<file path="src/hdl/mtpl_pkg.sv">
package mtpl_pkg;

    localparam int NUM_TRACKS_DEF = 4;
    localparam int COORD_BITS_DEF = 10;
    localparam int SUM_W          = 32;
    localparam int FRAC_SHIFT     = 16;

    localparam logic [SUM_W-1:0] SUM_MAX = '1;

endpackage

</file>
<file path="src/hdl/mtpl_in_if.sv">
interface mtpl_in_if #(
    parameter int TRACK_W = 2,
    parameter int COORD_W = 10
);
    logic               valid;
    logic               ready;
    logic [TRACK_W-1:0] track;
    logic [COORD_W-1:0] pos_x;
    logic [COORD_W-1:0] pos_y;
    logic               last_point;

    modport source (output valid, output track, output pos_x, output pos_y,
                    output last_point, input ready);
    modport sink   (input valid, input track, input pos_x, input pos_y,
                    input last_point, output ready);
endinterface

</file>
<file path="src/hdl/mtpl_out_if.sv">
interface mtpl_out_if #(
    parameter int TRACK_W = 2,
    parameter int SUM_W   = 32
);
    logic               valid;
    logic               ready;
    logic [TRACK_W-1:0] out_track;
    logic [SUM_W-1:0]   total_length;
    logic               saturated;

    modport source (output valid, output out_track, output total_length,
                    output saturated, input ready);
    modport sink   (input valid, input out_track, input total_length,
                    input saturated, output ready);
endinterface

</file>
<file path="src/hdl/mtpl_sqrt.sv">
module mtpl_sqrt #(
    parameter int ROOT_W = mtpl_pkg::COORD_BITS_DEF + 9
) (
    input  logic                i_clk,
    input  logic                i_rst_n,
    input  logic                i_start,
    input  logic [2*ROOT_W-1:0] i_radicand,
    output logic                o_done,
    output logic [ROOT_W-1:0]   o_root
);
    import mtpl_pkg::*;

    localparam int RAD_W = 2 * ROOT_W;
    localparam int REM_W = ROOT_W + 2;
    localparam int CNT_W = $clog2(ROOT_W + 1);

    logic [RAD_W-1:0]  r_rad;
    logic [REM_W-1:0]  r_rem;
    logic [ROOT_W-1:0] r_root;
    logic [CNT_W-1:0]  r_cnt;
    logic              r_done;

    logic [REM_W-1:0] rem_sh;
    logic [REM_W-1:0] trial;
    logic             fits;

    // One result bit per cycle: bring down two radicand bits and try 4*root+1.
    assign rem_sh = {r_rem[REM_W-3:0], r_rad[RAD_W-1 -: 2]};
    assign trial  = {r_root, 2'b01};
    assign fits   = (rem_sh >= trial);

    always_ff @(posedge i_clk) begin
        if (!i_rst_n) begin
            r_cnt  <= '0;
            r_done <= 1'b0;
        end else begin
            r_done <= 1'b0;
            if (i_start) begin
                r_cnt <= CNT_W'(ROOT_W);
            end else if (r_cnt != '0) begin
                r_cnt <= r_cnt - 1'b1;
                if (r_cnt == CNT_W'(1)) begin
                    r_done <= 1'b1;
                end
            end
        end
    end

    always_ff @(posedge i_clk) begin
        if (i_start) begin
            r_rad  <= i_radicand;
            r_rem  <= '0;
            r_root <= '0;
        end else if (r_cnt != '0) begin
            r_rad  <= {r_rad[RAD_W-3:0], 2'b00};
            r_rem  <= fits ? (rem_sh - trial) : rem_sh;
            r_root <= {r_root[ROOT_W-2:0], fits};
        end
    end

    assign o_done = r_done;
    assign o_root = r_root;

endmodule

</file>
<file path="src/hdl/multi_track_path_length_unit.sv">
// Path length accumulator for several interleaved tracks.
// Input channel i_in carries one position word: track number, x, y and a
// last-point flag. Output channel o_out carries one result word per sample
// flagged last with a track number below NUM_TRACKS: the track number, its
// total length (unsigned, 8 fraction bits, clipped at all ones) and a flag
// telling whether clipping occurred. Both channels use valid/ready; a word
// moves when both are high. A sample that extends a track passes through the
// difference, the squares of dx and dy, the bit-serial square root (one root
// bit per cycle) and the update; the first point of a track skips from the
// difference to the update; a sample for any other track number is dropped.
// A total becomes valid on o_out at the same edge that raises ready again.
// The result sits in an output register, so the next sample is accepted while
// an earlier total waits to be taken; a second last-flagged sample holds in
// its final step until that register is free.
// Synchronous active-low reset clears every track (no previous point, zero
// sum, no clipping) and empties the output register.
module multi_track_path_length_unit #(
    parameter int NUM_TRACKS = mtpl_pkg::NUM_TRACKS_DEF,
    parameter int COORD_BITS = mtpl_pkg::COORD_BITS_DEF
) (
    input  logic        i_clk,
    input  logic        i_rst_n,
    mtpl_in_if.sink     i_in,
    mtpl_out_if.source  o_out
);
    import mtpl_pkg::*;

    localparam int TRACK_W = (NUM_TRACKS > 1) ? $clog2(NUM_TRACKS) : 1;
    localparam int ROOT_W  = COORD_BITS + 9;
    localparam int SQ_W    = 2 * COORD_BITS + 1;

    localparam logic [2:0] S_IDLE = 3'd0;
    localparam logic [2:0] S_DIFF = 3'd1;
    localparam logic [2:0] S_MULX = 3'd2;
    localparam logic [2:0] S_MULY = 3'd3;
    localparam logic [2:0] S_SQST = 3'd4;
    localparam logic [2:0] S_ROOT = 3'd5;
    localparam logic [2:0] S_UPD  = 3'd6;

    logic [2:0] r_state;
    logic [2:0] n_state;

    logic [TRACK_W-1:0]    r_trk;
    logic [COORD_BITS-1:0] r_x;
    logic [COORD_BITS-1:0] r_y;
    logic                  r_last;
    logic                  r_hp;
    logic [COORD_BITS-1:0] r_dx;
    logic [COORD_BITS-1:0] r_dy;
    logic [SQ_W-1:0]       r_sq;

    logic [COORD_BITS-1:0] r_px   [NUM_TRACKS];
    logic [COORD_BITS-1:0] r_py   [NUM_TRACKS];
    logic                  r_tvld [NUM_TRACKS];
    logic [SUM_W-1:0]      r_sum  [NUM_TRACKS];
    logic                  r_sat  [NUM_TRACKS];

    logic               r_ov;
    logic [TRACK_W-1:0] r_otrk;
    logic [SUM_W-1:0]   r_otot;
    logic               r_osat;

    logic                    in_acc;
    logic                    trk_ok;
    logic [COORD_BITS-1:0]   cur_px;
    logic [COORD_BITS-1:0]   cur_py;
    logic [COORD_BITS-1:0]   mul_op;
    logic [2*COORD_BITS-1:0] mul_out;
    logic                    sq_start;
    logic                    sq_done;
    logic [ROOT_W-1:0]       seg;
    logic [SUM_W:0]          sum_wide;
    logic                    ovf;
    logic [SUM_W-1:0]        new_sum;
    logic                    new_sat;
    logic                    out_free;
    logic                    upd_go;

    assign in_acc  = i_in.valid && i_in.ready;
    assign trk_ok  = (32'(r_trk) < NUM_TRACKS);
    assign cur_px  = r_px[r_trk];
    assign cur_py  = r_py[r_trk];

    assign mul_op  = (r_state == S_MULX) ? r_dx : r_dy;
    assign mul_out = mul_op * mul_op;

    assign sq_start = (r_state == S_SQST);

    mtpl_sqrt #(
        .ROOT_W (ROOT_W)
    ) u_sqrt (
        .i_clk      (i_clk),
        .i_rst_n    (i_rst_n),
        .i_start    (sq_start),
        .i_radicand ({{(2*ROOT_W-SQ_W-FRAC_SHIFT){1'b0}}, r_sq, {FRAC_SHIFT{1'b0}}}),
        .o_done     (sq_done),
        .o_root     (seg)
    );

    assign sum_wide = {1'b0, r_sum[r_trk]} + (r_hp ? (SUM_W+1)'(seg) : '0);
    assign ovf      = sum_wide[SUM_W];
    assign new_sum  = ovf ? SUM_MAX : sum_wide[SUM_W-1:0];
    assign new_sat  = r_sat[r_trk] | ovf;
    assign out_free = !r_ov || o_out.ready;
    assign upd_go   = (r_state == S_UPD) && (!r_last || out_free);

    always_comb begin
        n_state = r_state;
        case (r_state)
            S_IDLE: begin
                if (in_acc) begin
                    n_state = S_DIFF;
                end
            end
            S_DIFF: begin
                if (!trk_ok) begin
                    n_state = S_IDLE;
                end else if (r_tvld[r_trk]) begin
                    n_state = S_MULX;
                end else begin
                    n_state = S_UPD;
                end
            end
            S_MULX: n_state = S_MULY;
            S_MULY: n_state = S_SQST;
            S_SQST: n_state = S_ROOT;
            S_ROOT: begin
                if (sq_done) begin
                    n_state = S_UPD;
                end
            end
            S_UPD: begin
                if (upd_go) begin
                    n_state = S_IDLE;
                end
            end
            default: n_state = S_IDLE;
        endcase
    end

    always_ff @(posedge i_clk) begin
        if (!i_rst_n) begin
            r_state <= S_IDLE;
        end else begin
            r_state <= n_state;
        end
    end

    always_ff @(posedge i_clk) begin
        if (in_acc) begin
            r_trk  <= i_in.track;
            r_x    <= i_in.pos_x;
            r_y    <= i_in.pos_y;
            r_last <= i_in.last_point;
        end
        if (r_state == S_DIFF) begin
            r_hp <= r_tvld[r_trk];
            r_dx <= (r_x >= cur_px) ? (r_x - cur_px) : (cur_px - r_x);
            r_dy <= (r_y >= cur_py) ? (r_y - cur_py) : (cur_py - r_y);
        end
        if (r_state == S_MULX) begin
            r_sq <= SQ_W'(mul_out);
        end
        if (r_state == S_MULY) begin
            r_sq <= r_sq + SQ_W'(mul_out);
        end
    end

    always_ff @(posedge i_clk) begin
        if (upd_go) begin
            r_px[r_trk] <= r_x;
            r_py[r_trk] <= r_y;
        end
    end

    always_ff @(posedge i_clk) begin
        if (!i_rst_n) begin
            for (int i = 0; i < NUM_TRACKS; i++) begin
                r_tvld[i] <= 1'b0;
                r_sum[i]  <= '0;
                r_sat[i]  <= 1'b0;
            end
        end else if (upd_go) begin
            if (r_last) begin
                r_tvld[r_trk] <= 1'b0;
                r_sum[r_trk]  <= '0;
                r_sat[r_trk]  <= 1'b0;
            end else begin
                r_tvld[r_trk] <= 1'b1;
                r_sum[r_trk]  <= new_sum;
                r_sat[r_trk]  <= new_sat;
            end
        end
    end

    always_ff @(posedge i_clk) begin
        if (!i_rst_n) begin
            r_ov <= 1'b0;
        end else if (upd_go && r_last) begin
            r_ov <= 1'b1;
        end else if (o_out.ready) begin
            r_ov <= 1'b0;
        end
    end

    always_ff @(posedge i_clk) begin
        if (upd_go && r_last) begin
            r_otrk <= r_trk;
            r_otot <= new_sum;
            r_osat <= new_sat;
        end
    end

    assign i_in.ready         = (r_state == S_IDLE);
    assign o_out.valid        = r_ov;
    assign o_out.out_track    = r_otrk;
    assign o_out.total_length = r_otot;
    assign o_out.saturated    = r_osat;

endmodule

</file>
<file path="src/flat_wrapper.sv">
// flat-port wrapper written by rule: the top's interface ports become plain ports
module multi_track_path_length_unit_flat import mtpl_pkg::*;
#(
    parameter int NUM_TRACKS = mtpl_pkg::NUM_TRACKS_DEF,
    parameter int COORD_BITS = mtpl_pkg::COORD_BITS_DEF
)
  (i_clk, i_rst_n, i_in_valid, i_in_track, i_in_pos_x, i_in_pos_y, i_in_last_point, i_in_ready, o_out_valid, o_out_out_track, o_out_total_length, o_out_saturated, o_out_ready);
  mtpl_in_if i_in_i ();
  mtpl_out_if o_out_i ();
  input  logic i_clk;
  input  logic i_rst_n;
  input wire logic [$bits(i_in_i.valid)-1:0] i_in_valid;
  input wire logic [$bits(i_in_i.track)-1:0] i_in_track;
  input wire logic [$bits(i_in_i.pos_x)-1:0] i_in_pos_x;
  input wire logic [$bits(i_in_i.pos_y)-1:0] i_in_pos_y;
  input wire logic [$bits(i_in_i.last_point)-1:0] i_in_last_point;
  output wire logic [$bits(i_in_i.ready)-1:0] i_in_ready;
  output wire logic [$bits(o_out_i.valid)-1:0] o_out_valid;
  output wire logic [$bits(o_out_i.out_track)-1:0] o_out_out_track;
  output wire logic [$bits(o_out_i.total_length)-1:0] o_out_total_length;
  output wire logic [$bits(o_out_i.saturated)-1:0] o_out_saturated;
  input wire logic [$bits(o_out_i.ready)-1:0] o_out_ready;
  assign i_in_i.valid = i_in_valid;
  assign i_in_i.track = i_in_track;
  assign i_in_i.pos_x = i_in_pos_x;
  assign i_in_i.pos_y = i_in_pos_y;
  assign i_in_i.last_point = i_in_last_point;
  assign i_in_ready = i_in_i.ready;
  assign o_out_valid = o_out_i.valid;
  assign o_out_out_track = o_out_i.out_track;
  assign o_out_total_length = o_out_i.total_length;
  assign o_out_saturated = o_out_i.saturated;
  assign o_out_i.ready = o_out_ready;
  multi_track_path_length_unit #(.NUM_TRACKS(NUM_TRACKS), .COORD_BITS(COORD_BITS)) u_core (.i_clk(i_clk), .i_rst_n(i_rst_n), .i_in(i_in_i), .o_out(o_out_i));
endmodule
</file>
<file path="config.mk">
export PLATFORM = sky130hd
export DESIGN_NAME = multi_track_path_length_unit_flat
export DESIGN_NICKNAME = d
export VERILOG_FILES = /design/src/hdl/mtpl_pkg.sv /design/src/hdl/mtpl_in_if.sv /design/src/hdl/mtpl_out_if.sv /design/src/hdl/mtpl_sqrt.sv /design/src/hdl/multi_track_path_length_unit.sv /design/src/flat_wrapper.sv
export SDC_FILE = /design/constraint.sdc
export NUM_CORES = 1
export LEC_CHECK = 0
export ABC_AREA = 1
export BUFFER_PORTS_ARGS = -buffer_cell sky130_fd_sc_hd__buf_2
export CAP_MARGIN = 20
export CORE_MARGIN = 2
export CORE_UTILIZATION = 41
export DETAILED_ROUTE_END_ITERATION = 12
export SLEW_MARGIN = 20
export SYNTH_ARGS = -nofsm -noshare
export SYNTH_HDL_FRONTEND = slang
export SYNTH_HIERARCHICAL = 1
export SYNTH_SLANG_ARGS = --single-unit
</file>
<file path="constraint.sdc">
create_clock -name i_clk -period 6.87 [get_ports i_clk]
set_input_delay 0.687 -clock i_clk [delete_from_list [all_inputs] [get_ports i_clk]]
set_output_delay 0.687 -clock i_clk [all_outputs]
set_load 0.01 [all_outputs]
</file>
==> results.md <==
- Initial antenna violation count: 1
- Root buf cell: clkbuf_16
- Post-Synth Simple-Gate Area: about a quarter
- # rows: 91
- First-pass GRT wire length: roughly 100 mm
- Yosys warns: 6
- DRC: 0
- Status: complete, no violations
- Dominant cells by area after synthesis: edfxtp_1, nand2_1, ha_1
- Cell area after synthesis: roughly 0.025 sq mm
- CTS sink cnt: 404
- FFs w/ async S/R, synth: 0%
- Setup TNS: 0 ps
- Global-route usage over all layers: 20.2%
- Mean Syn Cell Area: approximately 8.5 sq um
- Most common cell in the synthesized netlist: nand2_1
- Max Cap Violations: 0
- Pin count of the biggest net entering global routing: between 60 and 70
- Final #Nets: about 3,300
- Final GP Congestion: 0.908
- #FFs+latches synth: 404
- F_max: around 150 MHz
- Drt wl/cell: roughly 16 um
- Most frequent cells after synthesis: nand2_1, inv_1, edfxtp_1
- Effective utilization at floorplan: 41.3%
- IO buf count: 63
- Fillers: about 6,000
- Synth Area in Adders: approximately 12%
- Core area: just over 0.06 sq mm
- Critical Path RT: 7210 ps
- WP data arrival: between 6000 and 7000 ps
- Most used DFF post-synth: edfxtp_1
- CP max FO: 8
- Critical path's slowest cell: fa_1
- Final WS setup: roughly 340 ps
- Top Ports: between 60 and 70
- Crit path time final: around 6500 ps
- Worst min-delay path category: in2reg
- Post-synth EDFFs: approximately 350
- TritonCTS clock tree: yes
- Delay of the slowest critical-path stage: 570 ps
- Xor/xnor share of the synthesized area: about 2.7%
- Worst Setup Path Type: reg2reg
- Top cell by count, worst path: nand2_1
- CTS buffer count: 45
- Startpoint Class: register
- DR vias: a little under 20,000
- Grt ovf: 0
- Post-DP HPWL: ~46 mm
- Largest family of logic cells by synthesized area: simple AND/OR/NAND/NOR gates
- Final period util: a little over nine tenths
- Iter 0 DRT Violations: approximately 1,300
- Final core utilization: between 40% and 50%
- Final setup vio count: 0
- Synth area leader: edfxtp_1
- Slew headroom: ~33%
- Clock skew: around 47 ps
- Vias in the first global route: just under 20,000
- Drt total wl: approximately 64 mm
- Place WS: -26.0 ps
- Longest Clk Path Bufs: 3
- Compound-Gate Fraction of Synth Area: under 10%
- Post-route ant nets: 0
- Post-synth cell types: 55
- Seq/Total Area, Yosys: about 46%
- RSZ-0062 raised after global routing: true
- Drt pass-1 iters: 5
- Die Wd: between 200 and 300 um
- Clk Latency, worst-skew pair: just over 600 ps
- Die area: roughly 0.064 sq mm
- Cell count after synthesis: 2,998
- H-tree levels: 2
- Post-synthesis mux area share: less than 1%
- Worst-margin pin slew: between 900 and 1000 ps
- Die H: ~250 um
- Fin. max-slew vios: 0
- Vias per cell: about 5
- Clk slew on worst S/H paths: 60 ps
- Post-DP Area: around 0.027 sq mm
- Final instance area: about 0.029 sq mm
- Post-synth top area share: 41.2%
- Area delta synth->final: 13.9%
- Ratio of cells with drive above 1 in the final layout: between 10% and 20%
- Hold Vio Cnt, Final: 0
- Crit. End Element: register
[logic make-up (layout without fill, tap and decap cells)]
logic type,after synthesis,count (layout)
buffers and inverters,566,681
flip-flops,404,404
multiplexers,2,2
AO/OA/AOI/OAI,339,339
XOR/XNOR,79,79
adder cells (fa/ha/maj),202,202
AND/OR/NAND/NOR,1405,1405
other,1,18
[routing by layer]
layer,wire length [um],global-route usage (%),vias to the layer above
met5,17,0,-
met1,30500,28.3,9268
met3,2980,2.71,78
met2,29800,33.5,415
li1,-,-,9868
met4,1090,4.28,2
[per-stage QoR]
step / hold WS (ps) / cells
final: 242 / 3920
after global routing: 211 / 3919
after floorplan: 430 / 3014
after detailed placement: 459 / 3826
after global placement: 448 / 3826
after CTS: 204 / 3908
[cells in the final DEF (no fill, tap or decap), types with 6 or more instances in the layout]
| cell | n |
|---|---|
| o22ai_1 | 38 |
| nand2_1 | 859 |
| dfxtp_1 | 55 |
| fa_1 | 54 |
| a31oi_1 | 6 |
| nor3_2 | 8 |
| inv_1 | 453 |
| o21ai_1 | 19 |
| nand4_1 | 14 |
| buf_4 | 61 |
| nand2_2 | 25 |
| xnor2_1 | 24 |
| bufinv_16 | 6 |
| edfxtp_1 | 348 |
| ha_4 | 17 |
| a21o_1 | 14 |
| nor2_4 | 11 |
| nand2_4 | 12 |
| a21oi_1 | 104 |
| a21oi_2 | 10 |
| o21ai_0 | 92 |
| nor3_1 | 20 |
| nand3_1 | 149 |
| clkbuf_16 | 46 |
| inv_2 | 13 |
| nand3b_1 | 14 |
| xor2_1 | 49 |
| a32oi_1 | 19 |
| nor2_1 | 237 |
| clkbuf_1 | 12 |
| nand3_2 | 8 |
| ha_1 | 130 |
| conb_1 | 17 |
| buf_2 | 63 |
| nor2_2 | 31 |
| o21bai_1 | 6 |
[timing repair]
item | 4_1_cts | 5_1_grt
hold buffers | 0 | 0
buffers inserted | 0 | 9
pin swaps | 0 | 27
gates cloned | 0 | 1
setup endpoints to repair | 1 | 13
resized for setup | 1 | 78
[area by class of cell]
| cell class | instances | area, sq um | area share (%) |
|---|---|---|---|
| Antenna cell | 1 | 2.50 | 0.00866 |
| Sequential cell | 404 | 11600 | 40.1 |
| Timing Repair Buffer | 127 | 846 | 2.93 |
| Clock buffer | 61 | 1230 | 4.24 |
| Tap cell | 790 | 988 | 3.42 |
| Multi-Input combinational cell | 2044 | 12100 | 42.0 |
| Inverter | 472 | 1780 | 6.15 |
| Clock inverter | 21 | 347 | 1.20 |
[sequential cells by signal, indices dropped and copies added (netlist names), 3 cells and up, named ones only]
register	flops
u_core/r_sat	4
u_core/r_tvld	4
u_core/r_dy	10
u_core/r_py	40
u_core/r_sum	128
u_core/u_sqrt/r_cnt	5
u_core/r_state	3
u_core/r_sq	21
u_core/u_sqrt/r_rad	38
u_core/r_px	40
u_core/r_x	10
u_core/r_y	10
u_core/r_dx	10
u_core/u_sqrt/r_rem	19
u_core/u_sqrt/o_root	19
u_core/o_out.total_length	32
[critical path: cells and delay by family, from the launching register on]
family                     cells  cell delay [ps]
buffers and inverters          7              660
AOI/OAI and AO/OA              4              650
adders and majority gates      7             3170
and+or+nand+nor               14             1480
DFF                            1              320
[final timing paths]
check / startpoint / end / slack [ps] / cells after the start
setup / recovery: u_core/r_state[1]$_SDFFE_PN0P_ / u_core/r_sq[18]$_DFFE_PP_ / 340 / 32
hold reg to reg: u_core/u_sqrt/r_rem[17]$_SDFFE_PP0N_ / u_core/u_sqrt/r_rem[17]$_SDFFE_PP0N_ / 460 / 2
setup reg to reg: u_core/r_state[1]$_SDFFE_PN0P_ / u_core/r_sq[18]$_DFFE_PP_ / 340 / 32
hold / removal: i_in_pos_x[6] / u_core/r_x[6]$_DFFE_PP_ / 240 / 1
Power is not shown: default switching activity piles up to over one toggle a cycle in this logic, so the estimate is an artifact.
